==> config.mk <==
export PLATFORM = sky130hd
export DESIGN_NAME = utf8_stream_decoder_core
export DESIGN_NICKNAME = d
export VERILOG_FILES = /design/src/sv/u8d_pkg.sv /design/src/sv/u8d_step.sv /design/src/sv/utf8_stream_decoder_core.sv
export SDC_FILE = /design/constraint.sdc
export NUM_CORES = 1
export LEC_CHECK = 0
export ABC_AREA = 0
export ABC_CLOCK_PERIOD_IN_PS = 2600
export BUFFER_PORTS_ARGS = -buffer_cell sky130_fd_sc_hd__buf_2
export CORE_MARGIN = 1.5
export CORE_UTILIZATION = 54
export CTS_BUF_LIST = sky130_fd_sc_hd__clkbuf_2 sky130_fd_sc_hd__clkbuf_4 sky130_fd_sc_hd__clkbuf_8
export DETAILED_ROUTE_END_ITERATION = 10
export PLACE_DENSITY = 0.85
export REMOVE_ABC_BUFFERS = 1
export SLEW_MARGIN = 0
export SYNTH_ARGS = -nofsm -noshare
export SYNTH_HDL_FRONTEND = slang
export SYNTH_SLANG_ARGS = --single-unit
==> constraint.sdc <==
create_clock -name clk_i -period 2.6 [get_ports clk_i]
set_input_delay 0.13 -clock clk_i [delete_from_list [all_inputs] [get_ports clk_i]]
set_output_delay 0.13 -clock clk_i [all_outputs]
set_load 0.02 [all_outputs]
==> src/sv/u8d_pkg.sv <==
// ----------------------------------------------------------------------------
// u8d_pkg
// Shared types and constants of the UTF-8 stream decoder.
// ----------------------------------------------------------------------------
package u8d_pkg;

  localparam int unsigned ByteW = 8;
  localparam int unsigned CpW   = 21;
  localparam int unsigned LenW  = 3;
  localparam int unsigned RemW  = 2;

  localparam logic [ByteW-1:0] Lead4Mask = 8'hF8;
  localparam logic [ByteW-1:0] Lead4Code = 8'hF0;
  localparam logic [ByteW-1:0] Lead3Mask = 8'hF0;
  localparam logic [ByteW-1:0] Lead3Code = 8'hE0;
  localparam logic [ByteW-1:0] Lead2Mask = 8'hE0;
  localparam logic [ByteW-1:0] Lead2Code = 8'hC0;
  localparam logic [ByteW-1:0] ContMask  = 8'hC0;
  localparam logic [ByteW-1:0] ContCode  = 8'h80;
  localparam logic [ByteW-1:0] PayMask   = 8'h3F;

  localparam logic [CpW-1:0] CpMax  = 21'h10FFFF;
  localparam logic [CpW-1:0] SurrLo = 21'h00D800;
  localparam logic [CpW-1:0] SurrHi = 21'h00DFFF;

  localparam logic [LenW-1:0] Len1 = 3'd1;
  localparam logic [LenW-1:0] Len2 = 3'd2;
  localparam logic [LenW-1:0] Len3 = 3'd3;
  localparam logic [LenW-1:0] Len4 = 3'd4;

  localparam logic StatusOk  = 1'b0;
  localparam logic StatusErr = 1'b1;

  // Decoder state carried from one byte to the next.
  typedef struct packed {
    logic [CpW-1:0]  pv;
    logic [RemW-1:0] rem;
    logic [LenW-1:0] len;
  } dec_state_t;

  // One result item.
  typedef struct packed {
    logic            valid;
    logic [CpW-1:0]  cp;
    logic [LenW-1:0] len;
    logic            status;
  } dec_result_t;

endpackage

==> src/sv/u8d_step.sv <==
// ----------------------------------------------------------------------------
// u8d_step
// Combinational decode of one byte against the current sequence state.
// ----------------------------------------------------------------------------
module u8d_step (
  input  u8d_pkg::dec_state_t         state_i,
  input  logic [u8d_pkg::ByteW-1:0]   byte_i,
  input  logic                        last_i,
  output u8d_pkg::dec_state_t         state_o,
  output u8d_pkg::dec_result_t        result_o
);
  import u8d_pkg::*;

  logic [CpW-1:0]  shifted;
  logic [RemW-1:0] rem_dec;
  logic            is_cont;
  logic            bad_value;
  dec_state_t      idle_state;
  dec_result_t     err_result;
  dec_result_t     none_result;

  assign idle_state  = '{pv: '0, rem: '0, len: '0};
  assign err_result  = '{valid: 1'b1, cp: '0, len: '0, status: StatusErr};
  assign none_result = '{valid: 1'b0, cp: '0, len: '0, status: StatusOk};

  assign is_cont   = (byte_i & ContMask) == ContCode;
  assign shifted   = {state_i.pv[CpW-7:0], byte_i[5:0]};
  assign rem_dec   = state_i.rem - RemW'(1);
  assign bad_value = (shifted > CpMax) || ((shifted >= SurrLo) && (shifted <= SurrHi));

  always_comb begin
    state_o  = idle_state;
    result_o = none_result;
    if (state_i.rem == '0) begin
      priority if ((byte_i & Lead4Mask) == Lead4Code) begin
        state_o = '{pv: CpW'(byte_i[2:0]), rem: RemW'(3), len: Len4};
      end else if ((byte_i & Lead3Mask) == Lead3Code) begin
        state_o = '{pv: CpW'(byte_i[3:0]), rem: RemW'(2), len: Len3};
      end else if ((byte_i & Lead2Mask) == Lead2Code) begin
        state_o = '{pv: CpW'(byte_i[4:0]), rem: RemW'(1), len: Len2};
      end else if (!byte_i[7]) begin
        result_o = '{valid: 1'b1, cp: CpW'(byte_i[6:0]), len: Len1, status: StatusOk};
      end else begin
        result_o = err_result;
      end
      // A multi-byte lead that is also the last byte of the string is an error.
      if (state_o.rem != '0 && last_i) begin
        state_o  = idle_state;
        result_o = err_result;
      end
    end else if (!is_cont) begin
      result_o = err_result;
    end else if (rem_dec == '0) begin
      if (bad_value) begin
        result_o = err_result;
      end else begin
        result_o = '{valid: 1'b1, cp: shifted, len: state_i.len, status: StatusOk};
      end
    end else if (last_i) begin
      result_o = err_result;
    end else begin
      state_o = '{pv: shifted, rem: rem_dec, len: state_i.len};
    end
  end

endmodule

==> src/sv/utf8_stream_decoder_core.sv <==
// ----------------------------------------------------------------------------
// utf8_stream_decoder_core
// UTF-8 byte stream to Unicode code point decoder. Bytes enter one per
// request with an end-of-string flag; each completed character, and each
// error, leaves as one result request carrying the code point, the sequence
// length and a status bit. Overlong forms are accepted. On an error the
// partial sequence and the offending byte are dropped and decoding restarts
// at the next lead byte. The block takes one byte every cycle unless the
// output stalls: a byte is captured in the input register, decoded against
// the sequence state by one level of logic, and its result lands in the
// output register. The only thing that holds the input back is a result that
// still waits in the output register while the next byte also makes one.
// ----------------------------------------------------------------------------
module utf8_stream_decoder_core (
  input  logic                        clk_i,
  input  logic                        rst_ni,
  input  logic                        in_valid_i,
  output logic                        in_ready_o,
  input  logic [u8d_pkg::ByteW-1:0]   byte_value_i,
  input  logic                        end_of_string_i,
  output logic                        out_valid_o,
  input  logic                        out_ready_i,
  output logic [u8d_pkg::CpW-1:0]     code_point_o,
  output logic [u8d_pkg::LenW-1:0]    seq_length_o,
  output logic                        status_o
);
  import u8d_pkg::*;

  logic             in_valid_q;
  logic [ByteW-1:0] byte_q;
  logic             last_q;
  dec_state_t       state_q, state_d;
  dec_result_t      step_res;
  logic             out_valid_q;
  logic [CpW-1:0]   cp_q;
  logic [LenW-1:0]  len_q;
  logic             status_q;
  logic             out_free;
  logic             advance;

  u8d_step u_step (
    .state_i  (state_q),
    .byte_i   (byte_q),
    .last_i   (last_q),
    .state_o  (state_d),
    .result_o (step_res)
  );

  assign out_free   = !out_valid_q || out_ready_i;
  // A byte that makes no result can always move on.
  assign advance    = in_valid_q && (!step_res.valid || out_free);
  assign in_ready_o = !in_valid_q || advance;

  always_ff @(posedge clk_i or negedge rst_ni) begin
    if (!rst_ni) begin
      in_valid_q  <= 1'b0;
      state_q     <= '{pv: '0, rem: '0, len: '0};
      out_valid_q <= 1'b0;
    end else begin
      if (in_ready_o) begin
        in_valid_q <= in_valid_i;
      end
      if (advance) begin
        state_q <= state_d;
      end
      if (advance && step_res.valid) begin
        out_valid_q <= 1'b1;
      end else if (out_ready_i) begin
        out_valid_q <= 1'b0;
      end
    end
  end

  always_ff @(posedge clk_i) begin
    if (in_ready_o && in_valid_i) begin
      byte_q <= byte_value_i;
      last_q <= end_of_string_i;
    end
    if (advance && step_res.valid) begin
      cp_q     <= step_res.cp;
      len_q    <= step_res.len;
      status_q <= step_res.status;
    end
  end

  assign out_valid_o  = out_valid_q;
  assign code_point_o = cp_q;
  assign seq_length_o = len_q;
  assign status_o     = status_q;

  // An error result never carries a code point or a length.
  assert property (@(posedge clk_i) disable iff (!rst_ni)
    out_valid_o && (status_o == StatusErr) |-> (code_point_o == '0) && (seq_length_o == '0))
    else $error("error result with nonzero payload");

  // A good result is a scalar value of one to four bytes.
  assert property (@(posedge clk_i) disable iff (!rst_ni)
    out_valid_o && (status_o == StatusOk) |->
      (seq_length_o != '0) && (seq_length_o <= Len4) && (code_point_o <= CpMax))
    else $error("good result out of range");

  // While waiting for a lead byte the state is fully cleared.
  assert property (@(posedge clk_i) disable iff (!rst_ni)
    (state_q.rem == '0) |-> (state_q.pv == '0) && (state_q.len == '0))
    else $error("stale sequence state while idle");

  // A sequence in progress always expects fewer bytes than its length.
  assert property (@(posedge clk_i) disable iff (!rst_ni)
    (state_q.rem != '0) |-> (state_q.len > LenW'(state_q.rem)))
    else $error("sequence length below remaining count");

endmodule
==> run_results.csv, run 1 <==
group,metric,value,unit
routing,ant_nets,0,
power,vdd_drop_max,0.344,mV
die,fp-row-count,23,
power,pwr_density_cell,683,mW/mm2
sta,rsz0062_at_grt,"no",
setup_path,cp-startpoint,"state_q[3]",
clock_tree,cts.path.max_buffers,2,
global_routing,grt_pass1_vias,1429,
synth,synth_cell_types,37,
global_routing,grt_pass1_wl,6790,um
cells_and_area,design_area,0.00275,mm2
status,outcome,"finished clean",
power,power.internal,1.41,mW
routing,routed_via_density,5.74,
place,dp_cells,239,
power,p_sw,0.473,mW
cells_and_area,nFillCells,281,
setup_path,cp-endpoint,"byte_q[2]",
die,core_area,0.00406,mm2
worst_hold_path,hp-class,"in -> reg",
global_routing,grt.overflow.total,0,
power,p_comb_share,14.2,%
routing,dr.pass1.iters,4,
clock_tree,postCtsSetupBuffers,0,
cells_and_area,diodes,0,
setup_path,cp.required,2580,ps
sta,max_slew_margin,60.3,%
cells_and_area,fin_cells,257,
clock_tree,clk_pin_slew,90,ps
routing,drc,0,
die,io_pins,40,
clock_tree,cts_max_level,2,
setup_path,arrival,2210,ps
sta,max_freq,448,MHz
setup_path,rr_worst_depth,6,
setup_path,reg2reg_to,"byte_q[2]",
power,power.leakage,1.17,nW
synth,ys_warn_count,0,
sta,setup_ws,369,ps
die,dieHeight,68.5,um
clock_tree,cts_made_buffers,5,
sta,hold_viol,0,
routing,drt_iter0_drc,169,
place,place_area,0.00254,mm2
setup_path,end_kind,"register",
setup_path,reg2reg_from,"state_q[3]",
power,seq_power_share,56.8,%
place,gp_congestion,0.886,
synth,synth-seq-cells,56,
clock_tree,clkSinkCount,56,
setup_path,r2r_slack,370,ps
worst_hold_path,min_from,"in_valid_i",
sta,setup_viol,0,
synth,syn_inst,156,
power,clkPwrFrac,29.0,%
die,initial_core_util,57.1,%
cells_and_area,fin_nets,221,
power,switching_share,25.2,%
sta,fin_crit_sh,85.8,%
place,portBuffers,39,
die,dieArea,0.00470,mm2
cells_and_area,multi_input_area,689,um2
global_routing,grt_antenna_before_repair,0,
setup_path,cp-start-kind,"register",
clock_tree,clk_latency,300,ps
sta,finalClockSkew,2.21,ps
job,max-cap-violations,0,
routing,drt-total-wl,4190,um
synth,synth_area,0.00232,mm2
setup_path,critPathKind,"reg -> reg",
place,dp_hpwl,2920,um
clock_tree,cts_tree,"yes",
global_routing,grtUsageTotal,20.6,%
routing,avgRoutedWirePerCell,16.3,um
cells_and_area,drive_above_1_share,26.1,%
global_routing,grt_max_degree,26,
synth,yosysSeqAreaShare,67.8,%
routing,vias,1476,
synth,syn_avg_cell_area,14.9,um2
sta,tightest_slew,594,ps
cells_and_area,area_delta_synth_final,18.7,%
sta,period_minus_slack,2230,ps
die,fp.dieW,68.5,um
cells_and_area,regArea,0.00157,mm2
clock_tree,root_buffer,"clkbuf_8",
setup_path,crit_path_max_fanout,9,
place,post-place-ws,72.9,ps
sta,report.final.slew_viol_count,0,
sta,setup-tns-final,0,ps
==> cells in the mapped netlist (all sizes together) <==
cell / instances / area, um2
a31oi: 1 / 21.3
nand4: 1 / 6.26
a32o: 1 / 10.0
and3: 4 / 25.0
mux2: 3 / 33.8
and4b: 1 / 10.0
and2: 17 / 106
o211ai: 1 / 12.5
nor4bb: 1 / 10.0
a221oi: 1 / 8.76
nand4b: 2 / 17.5
o21ai: 3 / 15.0
nor2: 4 / 15.0
edfxtp: 34 / 1020
or4: 1 / 11.3
a21bo: 1 / 10.0
ha: 2 / 25.0
nor4: 3 / 33.8
a2bb2oi: 1 / 8.76
o21a: 7 / 52.6
nand2b: 4 / 25.0
nand2: 8 / 30.0
or4b: 1 / 10.0
a21o: 1 / 7.51
o31ai: 1 / 21.3
nor2b: 1 / 6.26
mux2i: 1 / 10.0
buf: 8 / 47.5
inv: 3 / 11.3
o2bb2ai: 3 / 26.3
a22o: 13 / 114
nand3: 1 / 5.00
dfrtp: 22 / 551
==> power groups by stage <==
stage	combinational (mW)	clock, mW	sequential, mW
2_1_floorplan	0.114	0	1.13
3_3_place_gp	0.248	0	1.08
3_5_place_dp	0.256	0	1.09
4_1_cts	0.269	0.551	1.07
5_1_grt	0.293	0.587	1.07
6_report	0.268	0.545	1.07
==> metrics by stage <==
step           util [%]  hold WS (ps)  power, mW
5_1_grt            67.8          29.3       1.95
2_1_floorplan         -          -166       1.25
4_1_cts            67.8          15.6       1.89
6_report           67.8          22.6       1.88
3_3_place_gp       62.7           115       1.33
3_5_place_dp       62.7           131       1.34
==> worst min path at each step <==
| stage | endpoint | slack (ps) | depth (start not counted) |
|---|---|---|---|
| 6_report | in_valid_q | 20 | 2 |
| 3_3_place_gp | state_q[4] | 120 | 1 |
| 2_1_floorplan | in_valid_q | -170 | 0 |
| 5_1_grt | in_valid_q | 30 | 2 |
| 4_1_cts | in_valid_q | 20 | 2 |
| 3_5_place_dp | state_q[4] | 130 | 1 |
==> cells in the final DEF, fill, tap and decap left out, types with 2 or more instances in the layout <==
master	synthesis	layout
buf_2	5	39
edfxtp_1	34	34
dfrtp_1	22	22
and2_1	17	17
a22o_1	13	13
dlygate4sd3_1	0	10
nand2_1	8	8
o21a_1	7	7
clkbuf_8	0	5
nand2b_1	4	4
nor2_1	4	4
inv_1	3	3
and3_1	4	3
o2bb2ai_1	3	3
mux2_1	3	3
o21ai_0	3	3
nor4_1	2	2
nand4b_1	2	2
ha_1	2	2
clkinv_1	0	2
buf_4	1	2
==> cell families (layout without fill, tap and decap cells) <==
| group | count (synthesis) | after routing | share of synthesized area (%) |
|---|---|---|---|
| compound gates | 34 | 34 | 13.3 |
| buf+inv | 11 | 62 | 2.54 |
| flops | 56 | 56 | 67.8 |
| simple gates | 49 | 49 | 13.4 |
| fa+ha+maj | 2 | 2 | 1.08 |
| mux | 4 | 4 | 1.89 |
==> repair_timing <==
action	CTS	global route
endpoints found under the setup margin	0	25
hold buffers	10	0
resized for setup	0	1
endpoints found under the hold margin	31	0
==> final cells by class <==
class | instances | area share [%]
tap | 50 | 2.27
clock inverter | 3 | 1.36
multi-input combinational | 89 | 25.1
clock buffer | 5 | 2.50
inverter | 3 | 0.409
timing repair buffer | 51 | 11.3
sequential | 56 | 57.1
==> flip-flops by register name, indices dropped and copies added, names as in the netlist <==
name	cells
byte_q	8
code_point_o	21
in_valid_q	1
last_q	1
out_valid_o	1
seq_length_o	3
state_q	20
status_o	1
==> worst max-delay path, stage by stage (launching register included) <==
cell	delay, ps
dfrtp_1	410
inv_1	90
ha_1	310
nand4b_1	220
a31oi_4	290
or4b_1	200
and2_1	380
==> layer usage <==
metal,share of wire (%),wire length [um],GRT usage (%),vias up
li1,-,-,-,684
met5,0,0,0,-
met3,5.5,231,5.03,13
met2,53,2220,36.3,68
met4,2.4,101,9.50,0
met1,39,1640,23.6,711
Power figures use the tool's default switching activity.
==> run 2, diff against run 1 <==
--- a/config.mk
+++ b/config.mk
@@ -9,10 +9,10 @@
 export ABC_CLOCK_PERIOD_IN_PS = 2600
 export BUFFER_PORTS_ARGS = -buffer_cell sky130_fd_sc_hd__buf_2
 export CORE_MARGIN = 1.5
-export CORE_UTILIZATION = 54
+export CORE_UTILIZATION = 40
 export CTS_BUF_LIST = sky130_fd_sc_hd__clkbuf_2 sky130_fd_sc_hd__clkbuf_4 sky130_fd_sc_hd__clkbuf_8
 export DETAILED_ROUTE_END_ITERATION = 10
-export PLACE_DENSITY = 0.85
+export PLACE_DENSITY = 0.68
 export REMOVE_ABC_BUFFERS = 1
 export SLEW_MARGIN = 0
 export SYNTH_ARGS = -nofsm -noshare
==> run_results.csv, run 2 (same netlist as run 1, synthesis figures left out) <==
group,metric,value,unit
clock_tree,cts_made_buffers,5,
sta,finalHoldWorstSlack,16.1,ps
setup_path,crit_path_max_fanout,18,
clock_tree,cts_tree,"yes",
cells_and_area,fin_cells,279,
power,vdd_drop_max,0.274,mV
power,pwr_density_cell,679,mW/mm2
global_routing,grt_max_degree,23,
die,dieHeight,79.1,um
routing,drt_iter0_drc,103,
clock_tree,postCtsSetupBuffers,0,
routing,ant_nets,0,
worst_hold_path,hp-class,"in -> reg",
clock_tree,cts_repair_resize_count,0,
cells_and_area,fin_util,50.2,%
sta,fin_crit_sh,84.8,%
setup_path,critPathKind,"reg -> reg",
routing,avgRoutedWirePerCell,14.3,um
place,dp_hpwl,2810,um
sta,setup_ws,396,ps
setup_path,end_kind,"register",
setup_path,arrival,2270,ps
sta,setup-tns-final,0,ps
die,core_area,0.00554,mm2
clock_tree,cts_hold_buffers,10,
routing,drt-total-wl,3980,um
routing,dr.pass1.iters,4,
global_routing,grt.overflow.total,0,
sta,hold_viol,0,
cells_and_area,design_area,0.00278,mm2
job,max-cap-violations,0,
cells_and_area,diodes,0,
place,place_area,0.00257,mm2
sta,setup_viol,0,
clock_tree,clkSinkCount,56,
clock_tree,cts_max_level,2,
die,initial_core_util,41.8,%
sta,max_freq,454,MHz
clock_tree,root_buffer,"clkbuf_8",
cells_and_area,drive_above_1_share,26.6,%
clock_tree,cts.path.max_buffers,2,
die,fp.dieW,79.1,um
routing,routed_via_density,5.06,
clock_tree,clk_pin_slew,90,ps
cells_and_area,most-common-layout-cells,"39 x buf_2, 34 x edfxtp_1, 22 x dfrtp_1",
global_routing,grtUsageTotal,14.0,%
die,io_pins,40,
routing,drc,0,
clock_tree,clk_latency,310,ps
setup_path,cp-start-kind,"register",
cells_and_area,area_delta_synth_final,20.0,%
die,fp-row-count,27,
sta,rsz0062_at_grt,"no",
power,power.leakage,1.17,nW
setup_path,cp.required,2660,ps
sta,finalClockSkew,3.45,ps
sta,tightest_slew,726,ps
place,dp_cells,261,
global_routing,grt_pass1_wl,6540,um
place,portBuffers,39,
sta,max_slew_margin,51.6,%
place,post-place-ws,385,ps
power,power.total,1.89,mW
cells_and_area,fin_nets,221,
sta,period_minus_slack,2200,ps
sta,report.final.slew_viol_count,0,
cells_and_area,reg_top3,"code_point_o x21, state_q x20, byte_q x8",
status,outcome,"finished clean",
cells_and_area,layout_commonest_cell,"buf_2",
global_routing,grt_antenna_before_repair,0,
cells_and_area,top_register,"code_point_o",
cells_and_area,largest_reg_flops,21,
global_routing,grt_pass1_vias,1350,
die,dieArea,0.00626,mm2
place,gp_congestion,0.794,
routing,vias,1411,
-- run 2: cell count changes in the layout (fill, tap and decap cells not counted) --
cell | previous run | this run
clkinv_1 | 2 | 0
and3_1 | 3 | 4
clkinv_2 | 0 | 1
clkinvlp_4 | 0 | 1
and3_2 | 1 | 0
-- run 2: critical path, stage by stage (launching register included) --
cell,delay [ps]
dfrtp_1,410
inv_1,80
ha_1,300
nand4b_1,210
a31oi_4,280
nor2_1,90
and3_1,320
buf_4,260
-- run 2: area by class of cell --
type                            count  area (um2)
Clock buffer                        5        68.8
Sequential cell                    56        1570
Tap cell                           72        90.1
Multi-Input combinational cell     89         688
Timing Repair Buffer               51         310
Inverter                            3        11.3
Clock inverter                      3        42.5
Fill cell                         489        2760
-- run 2: power by group --
| part | switching [mW] | total, mW | internal [mW] | leakage [nW] |
|---|---|---|---|---|
| Clock | 0.276 | 0.561 | 0.285 | 0.0541 |
| Combinational | 0.166 | 0.263 | 0.0973 | 0.483 |
| Sequential | 0.0397 | 1.07 | 1.03 | 0.633 |
-- run 2: path summary, 6_finish.rpt --
path | start | to | slack, ps | depth (start not counted)
worst max-delay path | state_q[3] | code_point_o[10] | 400 | 7
worst min-delay path | in_valid_i | in_valid_q | 20 | 2
worst max register to register | state_q[3] | code_point_o[10] | 400 | 7
worst min register to register | state_q[2] | state_q[2] | 490 | 1
max in group asynchronous | rst_ni | state_q[13] | 1940 | 2
min in group asynchronous | rst_ni | state_q[16] | 320 | 2
-- run 2: layer usage --
layer | up-vias | GRT usage (%) | wire, um
li1 | 688 | - | -
met1 | 681 | 19.2 | 1930
met2 | 34 | 21.4 | 1830
met3 | 8 | 3.10 | 151
met4 | 0 | 6.32 | 75
met5 | - | 0 | 0
==> run 3, diff against run 2 <==
--- a/config.mk
+++ b/config.mk
@@ -6,7 +6,7 @@
 export NUM_CORES = 1
 export LEC_CHECK = 0
 export ABC_AREA = 0
-export ABC_CLOCK_PERIOD_IN_PS = 2600
+export ABC_CLOCK_PERIOD_IN_PS = 2100
 export BUFFER_PORTS_ARGS = -buffer_cell sky130_fd_sc_hd__buf_2
 export CORE_MARGIN = 1.5
 export CORE_UTILIZATION = 40
==> constraint.sdc (replaced) <==
create_clock -name clk_i -period 2.1 [get_ports clk_i]
set_input_delay 0.105 -clock clk_i [delete_from_list [all_inputs] [get_ports clk_i]]
set_output_delay 0.105 -clock clk_i [all_outputs]
set_load 0.02 [all_outputs]
==> run_results.csv, run 3 (same netlist as run 1, synthesis figures left out) <==
group,metric,value,unit
status,outcome,"finished clean",
place,gp_congestion,0.813,
routing,drt-total-wl,4190,um
clock_tree,cts_max_level,2,
cells_and_area,design_area,0.00289,mm2
clock_tree,cts.path.max_buffers,2,
cells_and_area,nFillCells,498,
global_routing,grt_pass1_vias,1443,
cells_and_area,fin_cells,289,
cells_and_area,most-common-layout-cells,"38 x buf_2, 34 x edfxtp_1, 22 x dfrtp_1",
sta,rsz0062_at_grt,"no",
sta,setup_ws,148,ps
sta,report.final.slew_viol_count,0,
clock_tree,root_buffer,"clkbuf_8",
sta,max_freq,512,MHz
routing,dr.pass1.iters,4,
global_routing,grt_max_degree,26,
routing,ant_nets,0,
die,io_pins,40,
clock_tree,cts_made_buffers,5,
place,portBuffers,39,
place,place_area,0.00265,mm2
place,dp_cells,268,
cells_and_area,area_delta_synth_final,24.4,%
sta,fin_crit_sh,93.0,%
sta,period_minus_slack,1950,ps
job,max-cap-violations,0,
die,fp.dieW,79.1,um
worst_hold_path,hp-class,"in -> async",
routing,drt_iter0_drc,131,
die,dieArea,0.00626,mm2
setup_path,cp-start-kind,"register",
cells_and_area,reg_top3,"code_point_o x21, state_q x20, byte_q x8",
sta,finalClockSkew,13.4,ps
sta,finalHoldWorstSlack,299,ps
sta,hold_viol,0,
global_routing,grt_antenna_before_repair,0,
place,dp_hpwl,2850,um
routing,routed_via_density,5.06,
sta,setup_viol,0,
setup_path,end_kind,"register",
power,vdd_drop_max,0.340,mV
cells_and_area,largest_reg_flops,21,
cells_and_area,top_register,"code_point_o",
setup_path,critPathKind,"reg -> reg",
power,power.leakage,1.22,nW
sta,tightest_slew,618,ps
routing,avgRoutedWirePerCell,14.5,um
place,post-place-ws,13.8,ps
setup_path,cp.required,2110,ps
cells_and_area,layout_commonest_cell,"buf_2",
setup_path,crit_path_max_fanout,9,
die,initial_core_util,41.8,%
clock_tree,clkSinkCount,56,
global_routing,grt_pass1_wl,6710,um
die,dieHeight,79.1,um
cells_and_area,drive_above_1_share,31.8,%
power,pwr_density_cell,792,mW/mm2
die,fp-row-count,27,
power,power.total,2.28,mW
routing,vias,1462,
die,core_area,0.00554,mm2
clock_tree,cts_tree,"yes",
cells_and_area,diodes,0,
clock_tree,clk_latency,310,ps
global_routing,grtUsageTotal,14.1,%
global_routing,grt.overflow.total,0,
routing,drc,0,
sta,max_slew_margin,58.7,%
clock_tree,clk_pin_slew,100,ps
setup_path,arrival,1960,ps
cells_and_area,fin_nets,231,
-- run 3: changes by cell type in the layout (fill, tap and decap cells not counted) --
cell,before,now
inv_6,0,1
buf_4,2,10
buf_12,0,2
or4b_4,0,1
ha_4,0,1
inv_1,3,1
buf_2,39,38
inv_2,0,2
dlygate4sd3_1,10,11
or4b_1,1,0
bufinv_16,1,0
ha_2,0,1
ha_1,2,0
-- run 3: repair_timing --
| action | in CTS | in global routing |
|---|---|---|
| resized for setup | 1 | 6 |
| setup buffers | 1 | 2 |
| endpoints found under the hold margin | 32 | 0 |
| pin swaps | 1 | 3 |
| hold buffers | 11 | 0 |
| setup endpoints to repair | 1 | 10 |
-- run 3: per-stage QoR --
step	setup TNS, ps	util, %
2_1_floorplan	-857	-
3_3_place_gp	0	47.8
3_5_place_dp	0	47.8
4_1_cts	0	51.6
5_1_grt	0	52.1
6_report	0	52.1
-- run 3: worst max-delay path, cell delays in order (launching register included) --
cell	delay (ps)
edfxtp_1	520
nand4b_1	230
a31oi_4	50
or4b_4	560
and2_1	310
-- run 3: area by class of cell --
cell class,count,area (um2),area share [%]
clock buffers,5,68.8,2.39
clock inverters,3,21.3,0.737
inverters,3,11.3,0.390
multi-input cells,89,707,24.5
flip-flops and latches,56,1570,54.5
well taps,72,90.1,3.12
repair buffers,61,415,14.4
-- run 3: worst paths after layout --
kind	from	slack, ps	cells past startpoint	endpoint
worst max-delay path	byte_q[6]	150	4	last_q
worst min-delay path	rst_ni	300	2	out_valid_o
worst max register to register	byte_q[6]	150	4	last_q
worst min register to register	byte_q[2]	500	1	state_q[7]
max in group asynchronous	rst_ni	1440	2	state_q[9]
min in group clk_i	out_ready_i	380	4	in_valid_q
-- run 3: report_power, final --
part	switching, mW	total (mW)	internal, mW	leakage [nW]
combinational	0.225	0.385	0.160	0.544
sequential	0.0443	1.31	1.27	0.633
clock	0.347	0.585	0.237	0.0445
total	0.617	2.28	1.67	1.22
-- run 3: layer usage --
layer	up-vias	part of all wire (%)	track usage (%)
met1	704	44	17.0
met4	0	1.7	5.44
met5	-	0	0
met3	8	4.3	3.10
met2	42	50	24.5
li1	708	-	-
